File: config.mk
export PLATFORM = sky130hd
export DESIGN_NAME = ir_edge_timing_recorder_flat
export DESIGN_NICKNAME = d
export VERILOG_FILES = /design/src/rtl/irtr_pkg.sv /design/src/rtl/irtr_in_if.sv /design/src/rtl/irtr_out_if.sv /design/src/rtl/irtr_cfg.sv /design/src/rtl/irtr_core.sv /design/src/rtl/ir_edge_timing_recorder.sv /design/src/flat_wrapper.sv
export SDC_FILE = /design/constraint.sdc
export NUM_CORES = 1
export LEC_CHECK = 0
export ABC_AREA = 0
export ABC_CLOCK_PERIOD_IN_PS = 9900
export BUFFER_PORTS_ARGS = -buffer_cell sky130_fd_sc_hd__buf_2
export CAP_MARGIN = 25
export CELL_PAD_IN_SITES_DETAIL_PLACEMENT = 0
export CELL_PAD_IN_SITES_GLOBAL_PLACEMENT = 2
export CORE_MARGIN = 4
export CORE_UTILIZATION = 23
export CTS_BUF_LIST = sky130_fd_sc_hd__clkbuf_8
export CTS_CLUSTER_SIZE = 16
export DETAILED_ROUTE_END_ITERATION = 7
export PLACE_DENSITY_LB_ADDON = 0.1
export SLEW_MARGIN = 15
export SYNTH_ARGS = -nofsm -noshare
export SYNTH_HDL_FRONTEND = slang
export SYNTH_SLANG_ARGS = --single-unit
File: constraint.sdc
create_clock -name i_clk -period 9.9 [get_ports i_clk]
set_input_delay 1.98 -clock i_clk [delete_from_list [all_inputs] [get_ports i_clk]]
set_output_delay 1.98 -clock i_clk [all_outputs]
set_load 0.05 [all_outputs]
File: src/rtl/irtr_pkg.sv
`default_nettype none

package irtr_pkg;

    localparam int CNT_W  = 24;
    localparam int DUR_W  = 16;
    localparam int TOT_W  = 11;
    localparam int MUL_W  = 17;
    localparam int UPT_W  = 8;
    localparam int GAP_W  = 16;
    localparam int APB_AW = 4;
    localparam int APB_DW = 32;

    localparam int EDGE_LIMIT_DEF = 256;

    localparam logic [CNT_W-1:0] CNT_MAX         = {CNT_W{1'b1}};
    localparam logic [CNT_W-1:0] TIMEOUT_RST     = 24'd2500000;
    localparam logic [GAP_W-1:0] END_GAP_RST     = 16'd1136;
    localparam logic [UPT_W-1:0] US_PER_TICK_RST = 8'd4;

    // Register indexes, taken from paddr[3:2]
    localparam logic [1:0] REG_TIMEOUT     = 2'd0;
    localparam logic [1:0] REG_END_GAP     = 2'd1;
    localparam logic [1:0] REG_US_PER_TICK = 2'd2;

    typedef enum logic [1:0] {
        PH_IDLE,
        PH_WAIT,
        PH_REC
    } t_phase;

    typedef enum logic [1:0] {
        ST_DURATION = 2'd0,
        ST_END      = 2'd1,
        ST_TIMEOUT  = 2'd2,
        ST_FULL     = 2'd3
    } t_status;

    typedef struct packed {
        logic [CNT_W-1:0] timeout_ticks;
        logic [GAP_W-1:0] end_gap_ticks;
        logic [UPT_W-1:0] us_per_tick;
    } t_cfg;

    typedef struct packed {
        t_status          status;
        logic [DUR_W-1:0] duration_us;
        logic [TOT_W-1:0] edge_total;
        logic             last;
    } t_result;

endpackage

`default_nettype wire

File: src/rtl/irtr_in_if.sv
`default_nettype none

interface irtr_in_if;
    logic valid;
    logic ready;
    logic command;
    logic ir_level;

    modport source (output valid, output command, output ir_level, input ready);
    modport sink   (input valid, input command, input ir_level, output ready);
endinterface

`default_nettype wire

File: src/rtl/irtr_out_if.sv
`default_nettype none

interface irtr_out_if;
    logic                           valid;
    logic                           ready;
    irtr_pkg::t_status              status;
    logic [irtr_pkg::DUR_W-1:0]     duration_us;
    logic [irtr_pkg::TOT_W-1:0]     edge_total;
    logic                           last;

    modport source (output valid, output status, output duration_us, output edge_total,
                    output last, input ready);
    modport sink   (input valid, input status, input duration_us, input edge_total,
                    input last, output ready);
endinterface

`default_nettype wire

File: src/rtl/irtr_cfg.sv
`default_nettype none

module irtr_cfg (
    input  wire logic                          i_clk,
    input  wire logic                          i_rst_n,
    input  wire logic                          psel,
    input  wire logic                          penable,
    input  wire logic                          pwrite,
    input  wire logic [irtr_pkg::APB_AW-1:0]   paddr,
    input  wire logic [irtr_pkg::APB_DW-1:0]   pwdata,
    output logic      [irtr_pkg::APB_DW-1:0]   prdata,
    output logic                               pready,
    output irtr_pkg::t_cfg                     o_cfg
);

    irtr_pkg::t_cfg r_cfg;
    irtr_pkg::t_cfg n_cfg;
    logic           w_wr;

    assign pready = 1'b1;
    assign w_wr   = psel && penable && pwrite;
    assign o_cfg  = r_cfg;

    always_comb begin
        n_cfg = r_cfg;
        if (w_wr) begin
            case (paddr[3:2])
                irtr_pkg::REG_TIMEOUT: begin
                    n_cfg.timeout_ticks = pwdata[irtr_pkg::CNT_W-1:0];
                end
                irtr_pkg::REG_END_GAP: begin
                    n_cfg.end_gap_ticks = pwdata[irtr_pkg::GAP_W-1:0];
                end
                irtr_pkg::REG_US_PER_TICK: begin
                    n_cfg.us_per_tick = pwdata[irtr_pkg::UPT_W-1:0];
                end
                default: begin
                    n_cfg = r_cfg;
                end
            endcase
        end
    end

    always_ff @(posedge i_clk) begin
        if (!i_rst_n) begin
            r_cfg.timeout_ticks <= irtr_pkg::TIMEOUT_RST;
            r_cfg.end_gap_ticks <= irtr_pkg::END_GAP_RST;
            r_cfg.us_per_tick   <= irtr_pkg::US_PER_TICK_RST;
        end else begin
            r_cfg <= n_cfg;
        end
    end

    always_comb begin
        case (paddr[3:2])
            irtr_pkg::REG_TIMEOUT: begin
                prdata = irtr_pkg::APB_DW'(r_cfg.timeout_ticks);
            end
            irtr_pkg::REG_END_GAP: begin
                prdata = irtr_pkg::APB_DW'(r_cfg.end_gap_ticks);
            end
            irtr_pkg::REG_US_PER_TICK: begin
                prdata = irtr_pkg::APB_DW'(r_cfg.us_per_tick);
            end
            default: begin
                prdata = '0;
            end
        endcase
    end

endmodule

`default_nettype wire

File: src/rtl/irtr_core.sv
`default_nettype none

module irtr_core #(
    parameter int EDGE_LIMIT = irtr_pkg::EDGE_LIMIT_DEF
) (
    input  wire logic           i_clk,
    input  wire logic           i_rst_n,
    input  irtr_pkg::t_cfg      i_cfg,
    irtr_in_if.sink             i_in,
    irtr_out_if.source          o_out
);

    localparam int CNT_W  = irtr_pkg::CNT_W;
    localparam int DUR_W  = irtr_pkg::DUR_W;
    localparam int TOT_W  = irtr_pkg::TOT_W;
    localparam int MUL_W  = irtr_pkg::MUL_W;
    localparam int PROD_W = irtr_pkg::MUL_W + irtr_pkg::UPT_W;
    localparam int EDGE_W = $clog2(EDGE_LIMIT + 1);
    localparam logic [EDGE_W-1:0] EDGE_MAX = EDGE_W'(EDGE_LIMIT);

    // input register
    logic               r_in_valid;
    logic               r_in_cmd;
    logic               r_in_lvl;

    // recording state
    irtr_pkg::t_phase   r_phase;
    irtr_pkg::t_phase   n_phase;
    logic               r_prev;
    logic               n_prev;
    logic [CNT_W-1:0]   r_cnt;
    logic [CNT_W-1:0]   n_cnt;
    logic [EDGE_W-1:0]  r_edges;
    logic [EDGE_W-1:0]  n_edges;

    // result register
    logic               r_out_valid;
    irtr_pkg::t_result  r_out;

    logic               w_adv;
    logic               w_consume;
    logic               w_edge;
    logic [CNT_W-1:0]   w_cnt_inc;
    logic [EDGE_W-1:0]  w_edges_inc;
    logic               w_full;
    logic               w_timeout;
    logic               w_gap;
    logic [MUL_W-1:0]   w_cnt_clamp;
    logic [PROD_W-1:0]  w_prod;
    logic [DUR_W-1:0]   w_dur;
    logic [TOT_W-1:0]   w_tot_inc;
    logic [TOT_W-1:0]   w_tot;
    logic               w_res_valid;
    irtr_pkg::t_result  w_res;

    assign w_adv      = !r_out_valid || o_out.ready;
    assign w_consume  = r_in_valid && w_adv;
    assign i_in.ready = !r_in_valid || w_consume;

    assign w_edge      = (r_in_lvl != r_prev);
    assign w_cnt_inc   = (r_cnt == irtr_pkg::CNT_MAX) ? r_cnt : r_cnt + 1'b1;
    assign w_edges_inc = r_edges + 1'b1;
    assign w_full      = (w_edges_inc >= EDGE_MAX);
    assign w_timeout   = (w_cnt_inc >= i_cfg.timeout_ticks);
    assign w_gap       = (w_cnt_inc >= CNT_W'(i_cfg.end_gap_ticks));
    assign w_tot_inc   = TOT_W'(w_edges_inc);
    assign w_tot       = TOT_W'(r_edges);

    // Clamp to 2^16: any product from a count that large saturates unless the scale is zero
    assign w_cnt_clamp = (|w_cnt_inc[CNT_W-1:DUR_W]) ? MUL_W'(1 << DUR_W)
                                                     : MUL_W'(w_cnt_inc[DUR_W-1:0]);
    assign w_prod      = PROD_W'(w_cnt_clamp) * PROD_W'(i_cfg.us_per_tick);
    assign w_dur       = (|w_prod[PROD_W-1:DUR_W]) ? {DUR_W{1'b1}} : w_prod[DUR_W-1:0];

    // next phase
    always_comb begin
        n_phase = r_phase;
        if (r_in_cmd) begin
            n_phase = irtr_pkg::PH_WAIT;
        end else begin
            case (r_phase)
                irtr_pkg::PH_WAIT: begin
                    if (w_edge) begin
                        n_phase = irtr_pkg::PH_REC;
                    end else if (w_timeout) begin
                        n_phase = irtr_pkg::PH_IDLE;
                    end
                end
                irtr_pkg::PH_REC: begin
                    if (w_edge ? w_full : w_gap) begin
                        n_phase = irtr_pkg::PH_IDLE;
                    end
                end
                default: begin
                    n_phase = r_phase;
                end
            endcase
        end
    end

    // counters and result
    always_comb begin
        n_prev            = r_in_lvl;
        n_cnt             = r_cnt;
        n_edges           = r_edges;
        w_res_valid       = 1'b0;
        w_res.status      = irtr_pkg::ST_DURATION;
        w_res.duration_us = '0;
        w_res.edge_total  = w_tot;
        w_res.last        = 1'b1;
        if (r_in_cmd) begin
            n_prev  = 1'b1;
            n_cnt   = '0;
            n_edges = '0;
        end else begin
            case (r_phase)
                irtr_pkg::PH_WAIT: begin
                    if (w_edge) begin
                        n_cnt   = '0;
                        n_edges = EDGE_W'(1);
                    end else begin
                        n_cnt = w_cnt_inc;
                        if (w_timeout) begin
                            w_res_valid      = 1'b1;
                            w_res.status     = irtr_pkg::ST_TIMEOUT;
                            w_res.edge_total = '0;
                        end
                    end
                end
                irtr_pkg::PH_REC: begin
                    if (w_edge) begin
                        n_cnt            = '0;
                        n_edges          = w_edges_inc;
                        w_res_valid      = 1'b1;
                        w_res.edge_total = w_tot_inc;
                        if (w_full) begin
                            w_res.status = irtr_pkg::ST_FULL;
                        end else begin
                            w_res.duration_us = w_dur;
                            w_res.last        = 1'b0;
                        end
                    end else begin
                        n_cnt = w_cnt_inc;
                        if (w_gap) begin
                            w_res_valid  = 1'b1;
                            w_res.status = irtr_pkg::ST_END;
                        end
                    end
                end
                default: begin
                    n_cnt = r_cnt;
                end
            endcase
        end
    end

    always_ff @(posedge i_clk) begin
        if (!i_rst_n) begin
            r_in_valid <= 1'b0;
        end else if (i_in.ready) begin
            r_in_valid <= i_in.valid;
        end
    end

    always_ff @(posedge i_clk) begin
        if (i_in.valid && i_in.ready) begin
            r_in_cmd <= i_in.command;
            r_in_lvl <= i_in.ir_level;
        end
    end

    always_ff @(posedge i_clk) begin
        if (!i_rst_n) begin
            r_phase <= irtr_pkg::PH_IDLE;
            r_prev  <= 1'b1;
            r_cnt   <= '0;
            r_edges <= '0;
        end else if (w_consume) begin
            r_phase <= n_phase;
            r_prev  <= n_prev;
            r_cnt   <= n_cnt;
            r_edges <= n_edges;
        end
    end

    always_ff @(posedge i_clk) begin
        if (!i_rst_n) begin
            r_out_valid <= 1'b0;
        end else if (w_adv) begin
            r_out_valid <= w_consume && w_res_valid;
        end
    end

    always_ff @(posedge i_clk) begin
        if (w_consume && w_res_valid) begin
            r_out <= w_res;
        end
    end

    assign o_out.valid       = r_out_valid;
    assign o_out.status      = r_out.status;
    assign o_out.duration_us = r_out.duration_us;
    assign o_out.edge_total  = r_out.edge_total;
    assign o_out.last        = r_out.last;

`ifndef SYNTH
    a_last_goes_idle: assert property (@(posedge i_clk) disable iff (!i_rst_n)
        (w_consume && w_res_valid && w_res.last) |=> (r_phase == irtr_pkg::PH_IDLE))
        else $error("closing result did not return to idle");

    a_start_clears: assert property (@(posedge i_clk) disable iff (!i_rst_n)
        (w_consume && r_in_cmd) |=>
            (r_phase == irtr_pkg::PH_WAIT && r_cnt == '0 && r_edges == '0 && r_prev))
        else $error("start did not clear the recording state");

    a_quiet_when_idle: assert property (@(posedge i_clk) disable iff (!i_rst_n)
        (w_consume && (r_in_cmd || r_phase == irtr_pkg::PH_IDLE)) |-> !w_res_valid)
        else $error("result produced by start or idle tick");

    a_edges_bounded: assert property (@(posedge i_clk) disable iff (!i_rst_n)
        r_edges <= EDGE_MAX)
        else $error("edge count beyond limit");

    a_out_held_on_stall: assert property (@(posedge i_clk) disable iff (!i_rst_n)
        (r_out_valid && !o_out.ready) |=> (r_out_valid && $stable(r_out)))
        else $error("stalled result changed");
`endif

endmodule

`default_nettype wire

File: src/rtl/ir_edge_timing_recorder.sv
// IR edge timing recorder.
// Input channel i_in: one transaction per timebase tick (command 0, ir_level
// carries the receiver sample) or a start (command 1). Output channel o_out:
// one transaction per result: duration, end of signal, timeout or too many
// edges, with last set on the result that closes a recording.
// Configuration: APB-style register port, timeout_ticks at 0x0,
// end_gap_ticks at 0x4, us_per_tick at 0x8; write only while idle.
// A result is computed from the input register and presented from the
// result register. Throughput: one input transaction per cycle while no
// result is stalled; the edge-to-edge duration is scaled by a single 17x8
// multiply between the two registers.
// Reset (i_rst_n low, synchronous): idle phase, level tracked as high,
// counters cleared, registers back to 2500000 / 1136 / 4.
// While a result waits with o_out.ready low the result register holds; at
// most one more transaction is absorbed by the input register, then
// i_in.ready drops until the result is taken.
`default_nettype none

module ir_edge_timing_recorder #(
    parameter int EDGE_LIMIT = irtr_pkg::EDGE_LIMIT_DEF
) (
    input  wire logic                          i_clk,
    input  wire logic                          i_rst_n,
    input  wire logic                          psel,
    input  wire logic                          penable,
    input  wire logic                          pwrite,
    input  wire logic [irtr_pkg::APB_AW-1:0]   paddr,
    input  wire logic [irtr_pkg::APB_DW-1:0]   pwdata,
    output logic      [irtr_pkg::APB_DW-1:0]   prdata,
    output logic                               pready,
    irtr_in_if.sink                            i_in,
    irtr_out_if.source                         o_out
);

    irtr_pkg::t_cfg w_cfg;

    irtr_cfg u_cfg (
        .i_clk   (i_clk),
        .i_rst_n (i_rst_n),
        .psel    (psel),
        .penable (penable),
        .pwrite  (pwrite),
        .paddr   (paddr),
        .pwdata  (pwdata),
        .prdata  (prdata),
        .pready  (pready),
        .o_cfg   (w_cfg)
    );

    irtr_core #(
        .EDGE_LIMIT (EDGE_LIMIT)
    ) u_core (
        .i_clk   (i_clk),
        .i_rst_n (i_rst_n),
        .i_cfg   (w_cfg),
        .i_in    (i_in),
        .o_out   (o_out)
    );

endmodule

`default_nettype wire
File: src/flat_wrapper.sv
// flat-port wrapper written by rule: the top's interface ports become plain ports
module ir_edge_timing_recorder_flat 
#(
    parameter int EDGE_LIMIT = irtr_pkg::EDGE_LIMIT_DEF
)
  (i_clk, i_rst_n, psel, penable, pwrite, paddr, pwdata, prdata, pready, i_in_valid, i_in_command, i_in_ir_level, i_in_ready, o_out_valid, o_out_status, o_out_duration_us, o_out_edge_total, o_out_last, o_out_ready);
  irtr_in_if i_in_i ();
  irtr_out_if o_out_i ();
  input  wire logic i_clk;
  input  wire logic i_rst_n;
  input  wire logic psel;
  input  wire logic penable;
  input  wire logic pwrite;
  input  wire logic [irtr_pkg::APB_AW-1:0] paddr;
  input  wire logic [irtr_pkg::APB_DW-1:0] pwdata;
  output logic      [irtr_pkg::APB_DW-1:0] prdata;
  output logic pready;
  input wire logic [$bits(i_in_i.valid)-1:0] i_in_valid;
  input wire logic [$bits(i_in_i.command)-1:0] i_in_command;
  input wire logic [$bits(i_in_i.ir_level)-1:0] i_in_ir_level;
  output wire logic [$bits(i_in_i.ready)-1:0] i_in_ready;
  output wire logic [$bits(o_out_i.valid)-1:0] o_out_valid;
  output wire logic [$bits(o_out_i.status)-1:0] o_out_status;
  output wire logic [$bits(o_out_i.duration_us)-1:0] o_out_duration_us;
  output wire logic [$bits(o_out_i.edge_total)-1:0] o_out_edge_total;
  output wire logic [$bits(o_out_i.last)-1:0] o_out_last;
  input wire logic [$bits(o_out_i.ready)-1:0] o_out_ready;
  assign i_in_i.valid = i_in_valid;
  assign i_in_i.command = i_in_command;
  assign i_in_i.ir_level = i_in_ir_level;
  assign i_in_ready = i_in_i.ready;
  assign o_out_valid = o_out_i.valid;
  assign o_out_status = o_out_i.status;
  assign o_out_duration_us = o_out_i.duration_us;
  assign o_out_edge_total = o_out_i.edge_total;
  assign o_out_last = o_out_i.last;
  assign o_out_i.ready = o_out_ready;
  ir_edge_timing_recorder #(.EDGE_LIMIT(EDGE_LIMIT)) u_core (.i_clk(i_clk), .i_rst_n(i_rst_n), .psel(psel), .penable(penable), .pwrite(pwrite), .paddr(paddr), .pwdata(pwdata), .prdata(prdata), .pready(pready), .i_in(i_in_i), .o_out(o_out_i));
endmodule
==> run_results.csv, run 1 <==
group,metric,value,unit
outcome,status,"finished, final reports clean",
critical_path,r2r_start,"u_core.u_core.r_cnt[20]",
layout,n_antenna_cell,0,
global_route,grt_max_degree,72,
floorplanning,design.core.area,46950,um^2
routing,vias_per_cell,4.554,
routing,wire_per_inst,17.92,um
layout,layout_common_cells,"181 x nor2_1, 163 x inv_1, 162 x nand2_1, 90 x fa_1, 89 x ha_1",
yosys,yosysSeqAreaShare,0.2381,
layout,fillCellCount,5151,
routing,dr.first_iter.drc_count,480,
critical_path,crit_family,"simple AND/OR/NAND/NOR gates",
floorplanning,initial_utilization,0.2346,
yosys,syn_avg_cell_area,8.118,um^2
sta,finalCriticalPeriod,8.662,ns
yosys,async_flop_share,0,
cts,post_cts_resized,0,
placement,dp_hpwl,27900,um
yosys,syn_inst,1357,
routing,firstDrtPassIters,5,
power_and_ir_drop,p_int,0.0007763,W
sta,timing.final.crit_share,0.8750,
power_and_ir_drop,p_comb_frac,0.077,
power_and_ir_drop,power.density,87.22,nW/um^2
sta,tns,0,ns
critical_path,arrival,8.94,ns
layout,drive_gt1_frac,0.1118,
floorplanning,ios,110,
yosys,synth_flop_cell,"dfxtp_1",
power_and_ir_drop,vdd_drop_max,0.05700,mV
critical_path,worstPathMaxFanout,27,
power_and_ir_drop,p_sw_frac,0.2890,
global_route,antenna_found_initial,0,
critical_path,required,10.18,ns
critical_path,rrSetupSlack,1.24,ns
critical_path,path_buf_inv,6,
global_route,grt_pass1_vias,9617,
critical_path,crit_path_end_kind,"flip-flop",
placement,dp_slack,1.246,ns
cts,clk_pin_slew,0.09,ns
power_and_ir_drop,p_clk_frac,0.473,
cts,clock_path_buffers,2,
layout,final_cells,2047,
yosys,synthesis.area,11020,um^2
placement,io_buffers,88,
placement,dp_cells,2015,
sta,skew,0.02046,ns
cts,clk_latency,0.54,ns
routing,drc,0,
cts,ctsRootBufferMaster,"clkbuf_8",
critical_path,cp-startpoint,"u_core.u_core.r_cnt[20]",
layout,final_common_cell,"nor2_1",
yosys,ys_warn_count,0,
sta,relSlewSlack,0.3708,
floorplanning,die_w,226.8,um
routing,num_vias,9322,
critical_path,critPathLaunchType,"flip-flop",
cts,cts_sinks,116,
routing,wl,36680,um
min_path,min_from,"u_core.u_cfg.o_cfg[46]",
yosys,synth-edff-count,30,
cts,cts_tree,"yes",
yosys,ys_seq_elements,116,
cts,cts_setup_buffers,0,
critical_path,path_class,"flip-flop to flip-flop",
sta,tightest_slew,0.9428,ns
sta,clock.fmax,115.4,MHz
floorplanning,rows,79,
power_and_ir_drop,p_seq_frac,0.450,
cts,tritoncts.num_buffers,17,
critical_path,cpPeakStageDelay,0.60,ns
cts,htree_levels,4,
sta,finalHoldViolCount,0,
placement,gp_congestion,0.7962,
sta,worst_slack,1.238,ns
layout,nets,1651,
layout,area_growth,13.64,%
floorplanning,die_y,226.8,um
yosys,netlist-cell-type-count,66,
global_route,grtUsageTotal,0.1484,
power_and_ir_drop,p_leak,5.617,nW
min_path,hold_path_class,"flip-flop to flip-flop",
routing,final_antenna_net_count,0,
sta,finalMaxSlewViolations,0,
floorplanning,dieArea,51460,um^2
global_route,grt-ovfl-total,0,
cts,cts_hold_buffers,0,
power_and_ir_drop,p_sw,0.0003155,W
sta,setup_viol,0,
global_route,grt_pass1_wl,57740,um
critical_path,cp_slowest_cell,"or4_4",
job,max_cap_viol_count,0,
sta,rsz0062_at_grt,"no",
## worst paths after layout
| kind | cells past startpoint | to |
|---|---|---|
| max | 27 | u_core.u_core.o_out.duration_us[0] |
| max reg2reg | 27 | u_core.u_core.o_out.duration_us[0] |
| min reg2reg | 2 | u_core.u_cfg.o_cfg[46] |
| min | 2 | u_core.u_cfg.o_cfg[46] |
## area by class of cell
type / instances / area (um^2) / share of cell area
timing repair buffer: 111 / 616.8 / 0.04928
clock buffer: 20 / 275.3 / 0.02199
clock inverter: 12 / 150.1 / 0.01199
sequential: 116 / 2623 / 0.2095
tap: 607 / 759.5 / 0.06067
inverter: 164 / 616.8 / 0.04928
multi-input combinational: 1017 / 7477 / 0.5973
## stage by stage
| step | hold WS [ns] | power [W] | utilization | area (um^2) |
|---|---|---|---|---|
| after floorplan | 0.4363 | 0.0005608 | - | 11050 |
| after global placement | 0.4476 | 0.0005891 | 0.2573 | 12080 |
| after detailed placement | 0.4522 | 0.0005886 | 0.2576 | 12090 |
| after CTS | 0.4650 | 0.001122 | 0.2666 | 12520 |
| after global routing | 0.4779 | 0.001144 | 0.2666 | 12520 |
| final | 0.4617 | 0.001092 | 0.2666 | 12520 |
## registers in the layout (all words and copies together) (netlist names), 2 cells and up
register / flops
u_core.u_core.r_cnt: 24
u_core.u_core.o_out.status: 2
u_core.u_cfg.o_cfg: 48
u_core.u_core.o_out.edge_total: 9
u_core.u_core.r_phase: 2
u_core.u_core.o_out.duration_us: 16
u_core.u_core.r_edges: 9
## worst reg2reg max path, stage by stage, from the launching register on
cell and delay (ns):
dfxtp_1 0.53, nand4_1 0.32, or4_4 0.60, o21a_4 0.25, nand3_1 0.22, mux2i_1 0.47, and4_1 0.26, buf_4 0.30
and2_1 0.31, nand2_1 0.11, fa_1 0.56, inv_1 0.06, fa_1 0.48, fa_1 0.55, inv_1 0.06, fa_1 0.52
inv_1 0.04, ha_1 0.42, nand4_1 0.18, nor4_1 0.54, o311ai_0 0.30, clkdlybuf4s15_2 0.30, nand4_1 0.11, o211ai_1 0.10
xnor2_1 0.22, nand4_1 0.15, buf_4 0.23, o21a_1 0.22
## kinds of logic after synthesis
logic type,share of synthesized area
and+or+nand+nor,0.2058
AOI/OAI and AO/OA,0.1430
buffers and inverters,0.08814
adders and majority gates,0.2647
DFF,0.2381
xor gates and xnor gates,0.03317
muxes,0.02647
other,0.0006818
## metal layers
layer | wire [um] | vias up | part of all wire | global-route usage
met5 | 0 | - | 0 | 0
met4 | 629 | 0 | 0.017 | 0.04556
met3 | 891 | 31 | 0.024 | 0.02615
met2 | 17370 | 108 | 0.47 | 0.2432
met1 | 17790 | 4535 | 0.48 | 0.2000
li1 | - | 4648 | - | -
## Yosys cell counts (all sizes together) (2+ instances only)
| cell | count | area share |
|---|---|---|
| nor3b | 2 | 0.0014 |
| nor2b | 20 | 0.011 |
| edfxtp | 30 | 0.082 |
| inv | 164 | 0.056 |
| or2 | 3 | 0.0017 |
| nand4 | 20 | 0.011 |
| a22oi | 13 | 0.0089 |
| a211o | 2 | 0.0016 |
| nor2 | 181 | 0.062 |
| conb | 2 | 0.00068 |
| fa | 90 | 0.16 |
| o21ai | 53 | 0.024 |
| o21a | 22 | 0.016 |
| nor4 | 5 | 0.0028 |
| or4 | 2 | 0.0017 |
| ha | 89 | 0.10 |
| nand2b | 11 | 0.0062 |
| clkbuf | 41 | 0.014 |
| buf | 28 | 0.018 |
| and3 | 17 | 0.0097 |
| a21oi | 81 | 0.037 |
| nand3 | 29 | 0.014 |
| xor2 | 15 | 0.013 |
| o31ai | 5 | 0.0034 |
| a31oi | 10 | 0.0057 |
| o211ai | 15 | 0.010 |
| a32oi | 3 | 0.0024 |
| a311oi | 4 | 0.0032 |
| mux2i | 28 | 0.025 |
| nand2 | 165 | 0.057 |
| a21o | 20 | 0.014 |
| nor3 | 30 | 0.014 |
| and2 | 10 | 0.0057 |
| dfxtp | 86 | 0.16 |
| a211oi | 9 | 0.0061 |
| o311ai | 2 | 0.0016 |
| xnor2 | 25 | 0.020 |
| and4 | 4 | 0.0032 |
| or3 | 6 | 0.0034 |
## power by group through the flow
stage	combinational [W]	clock, W	sequential, W
2_1_floorplan	0.0000598	0	0.000501
3_3_place_gp	0.0000866	0	0.000502
3_5_place_dp	0.0000861	0	0.000503
4_1_cts	0.0000863	0.000544	0.000491
5_1_grt	0.0000929	0.000559	0.000492
6_report	0.0000843	0.000516	0.000491
(Power assumes the default switching activity.)
==> run 2: changes to the inputs <==
Settings changed: CORE_UTILIZATION 23 to 25.
==> run 2 against run 1 <==
- non-clock buffer count increased by 2
- largest power group is now sequential cells
- design area decreased by 0.39%
- die area is 7.7% lower
- critical path depth decreased by 1
- worst setup slack got worse by 0.16 ns
- critical path type unchanged
==> run_results.csv, run 2 (synthesis gave the netlist of run 1 again) <==
group,metric,value,unit
layout,fillCellCount,4877,
power_and_ir_drop,power.density,84.25,nW/um^2
layout,drive_gt1_frac,0.1117,
sta,timing.final.crit_share,0.8908,
sta,setup_viol,0,
outcome,status,"finished, final reports clean",
global_route,grt_max_degree,72,
power_and_ir_drop,vdd_drop_max,0.07391,mV
placement,gp_congestion,0.7804,
sta,skew,0.03074,ns
sta,rsz0062_at_grt,"no",
cts,cts_setup_buffers,0,
critical_path,crit_path_end_kind,"flip-flop",
sta,relSlewSlack,0.3408,
layout,area_growth,13.20,%
sta,finalHoldViolCount,0,
placement,io_buffers,88,
global_route,antenna_found_initial,1,
cts,clock_path_buffers,2,
floorplanning,initial_utilization,0.2540,
placement,dp_hpwl,27390,um
cts,tritoncts.num_buffers,17,
layout,regArea,2623,um^2
global_route,grt_pass1_wl,57480,um
global_route,grtUsageTotal,0.1587,
layout,final_common_cell,"nor2_1",
cts,cts_sinks,116,
layout,nets,1653,
routing,dr.first_iter.drc_count,436,
power_and_ir_drop,p_sw,0.0003036,W
floorplanning,rows,76,
job,max_cap_viol_count,0,
sta,tightest_slew,0.9877,ns
routing,wire_per_inst,17.77,um
placement,dp_cells,1995,
min_path,whs_path_depth,2,
sta,worst_hold_slack,0.4548,ns
floorplanning,design.core.area,43360,um^2
floorplanning,die_y,217.9,um
layout,layout_common_cells,"181 x nor2_1, 165 x inv_1, 162 x nand2_1, 90 x fa_1, 89 x ha_1",
critical_path,worstPathMaxFanout,18,
min_path,hold_path_class,"flip-flop to flip-flop",
routing,num_vias,9295,
critical_path,required,10.19,ns
cts,clk_pin_slew,0.08,ns
global_route,grt-ovfl-total,0,
floorplanning,dieArea,47480,um^2
power_and_ir_drop,p_seq_frac,0.468,
power_and_ir_drop,p_leak,5.617,nW
sta,clock.fmax,113.4,MHz
routing,wl,36060,um
sta,finalCriticalPeriod,8.818,ns
sta,finalMaxSlewViolations,0,
sta,tns,0,ns
power_and_ir_drop,p_clk_frac,0.452,
routing,drc,0,
critical_path,rr_worst_depth,26,
floorplanning,die_w,217.9,um
floorplanning,ios,110,
critical_path,path_class,"flip-flop to flip-flop",
cts,cts_tree,"yes",
layout,largest_reg_flops,48,
power_and_ir_drop,p_comb_frac,0.080,
critical_path,arrival,9.11,ns
global_route,grt_pass1_vias,9839,
cts,cts_hold_buffers,0,
critical_path,critPathLaunchType,"flip-flop",
routing,vias_per_cell,4.581,
routing,final_antenna_net_count,0,
layout,final_cells,2029,
cts,post_cts_resized,0,
layout,multiInputGateArea,7477,um^2
routing,firstDrtPassIters,4,
cts,clk_latency,0.56,ns
power_and_ir_drop,p_sw_frac,0.2890,
cts,ctsRootBufferMaster,"clkbuf_8",
power_and_ir_drop,p_int,0.0007469,W
cts,htree_levels,4,
-- run 2: power groups by stage --
stage / clock network [W] / logic (W) / registers, W
3_3_place_gp: 0 / 0.0000864 / 0.000502
5_1_grt: 0.000527 / 0.0000925 / 0.000492
6_report: 0.000475 / 0.0000842 / 0.000492
2_1_floorplan: 0 / 0.0000598 / 0.000501
3_5_place_dp: 0 / 0.0000859 / 0.000502
4_1_cts: 0.000506 / 0.0000862 / 0.000492
-- run 2: path summary, 6_finish.rpt --
check	start	endpoint	slack, ns
setup / recovery	u_core.u_core.r_cnt[20]	u_core.u_core.o_out.duration_us[7]	1.08
hold / removal	u_core.u_cfg.o_cfg[44]	u_core.u_cfg.o_cfg[44]	0.45
setup reg to reg	u_core.u_core.r_cnt[20]	u_core.u_core.o_out.duration_us[7]	1.08
hold reg to reg	u_core.u_cfg.o_cfg[44]	u_core.u_cfg.o_cfg[44]	0.45
-- run 2: cell type report --
type | count | area share
sequential | 116 | 0.2103
multi-input combinational | 1017 | 0.5996
timing repair buffer | 113 | 0.05067
clock inverter | 12 | 0.008830
inverter | 164 | 0.04937
tap | 585 | 0.05870
antenna | 2 | 0.0004014
clock buffer | 20 | 0.02207
-- run 2: metal layers --
metal,vias up,part of all wire,GRT usage
met5,-,0.00036,0
met4,2,0.011,0.03729
met3,23,0.032,0.03818
met2,123,0.48,0.2629
met1,4498,0.48,0.2098
li1,4649,-,-
-- run 2: metrics by stage --
stage	area, um^2	setup WS, ns	util	total power, W
2_1_floorplan	11050	2.842	-	0.0005608
3_3_place_gp	12070	0.9956	0.2783	0.0005888
3_5_place_dp	12080	1.088	0.2786	0.0005884
4_1_cts	12460	1.047	0.2875	0.001084
5_1_grt	12460	0.6421	0.2875	0.001111
6_report	12470	1.082	0.2876	0.001051
-- run 2: worst max-delay path: stages, from the launching register on --
cell             delay (ns)
dfxtp_1                0.52
nand4_1                0.33
or4_4                  0.59
o21a_4                 0.24
nand3_1                0.21
mux2i_1                0.50
and4_1                 0.51
buf_4                  0.30
nand2_1                0.35
nor2_1                 0.24
fa_1                   0.46
fa_1                   0.51
fa_1                   0.54
inv_1                  0.05
fa_1                   0.53
inv_1                  0.04
ha_1                   0.41
nand4_1                0.18
nor4_1                 0.46
o311ai_0               0.24
clkdlybuf4s15_2        0.29
nand4_1                0.11
o211ai_1               0.10
xnor2_1                0.22
nand4_1                0.16
buf_4                  0.23
o21a_1                 0.20
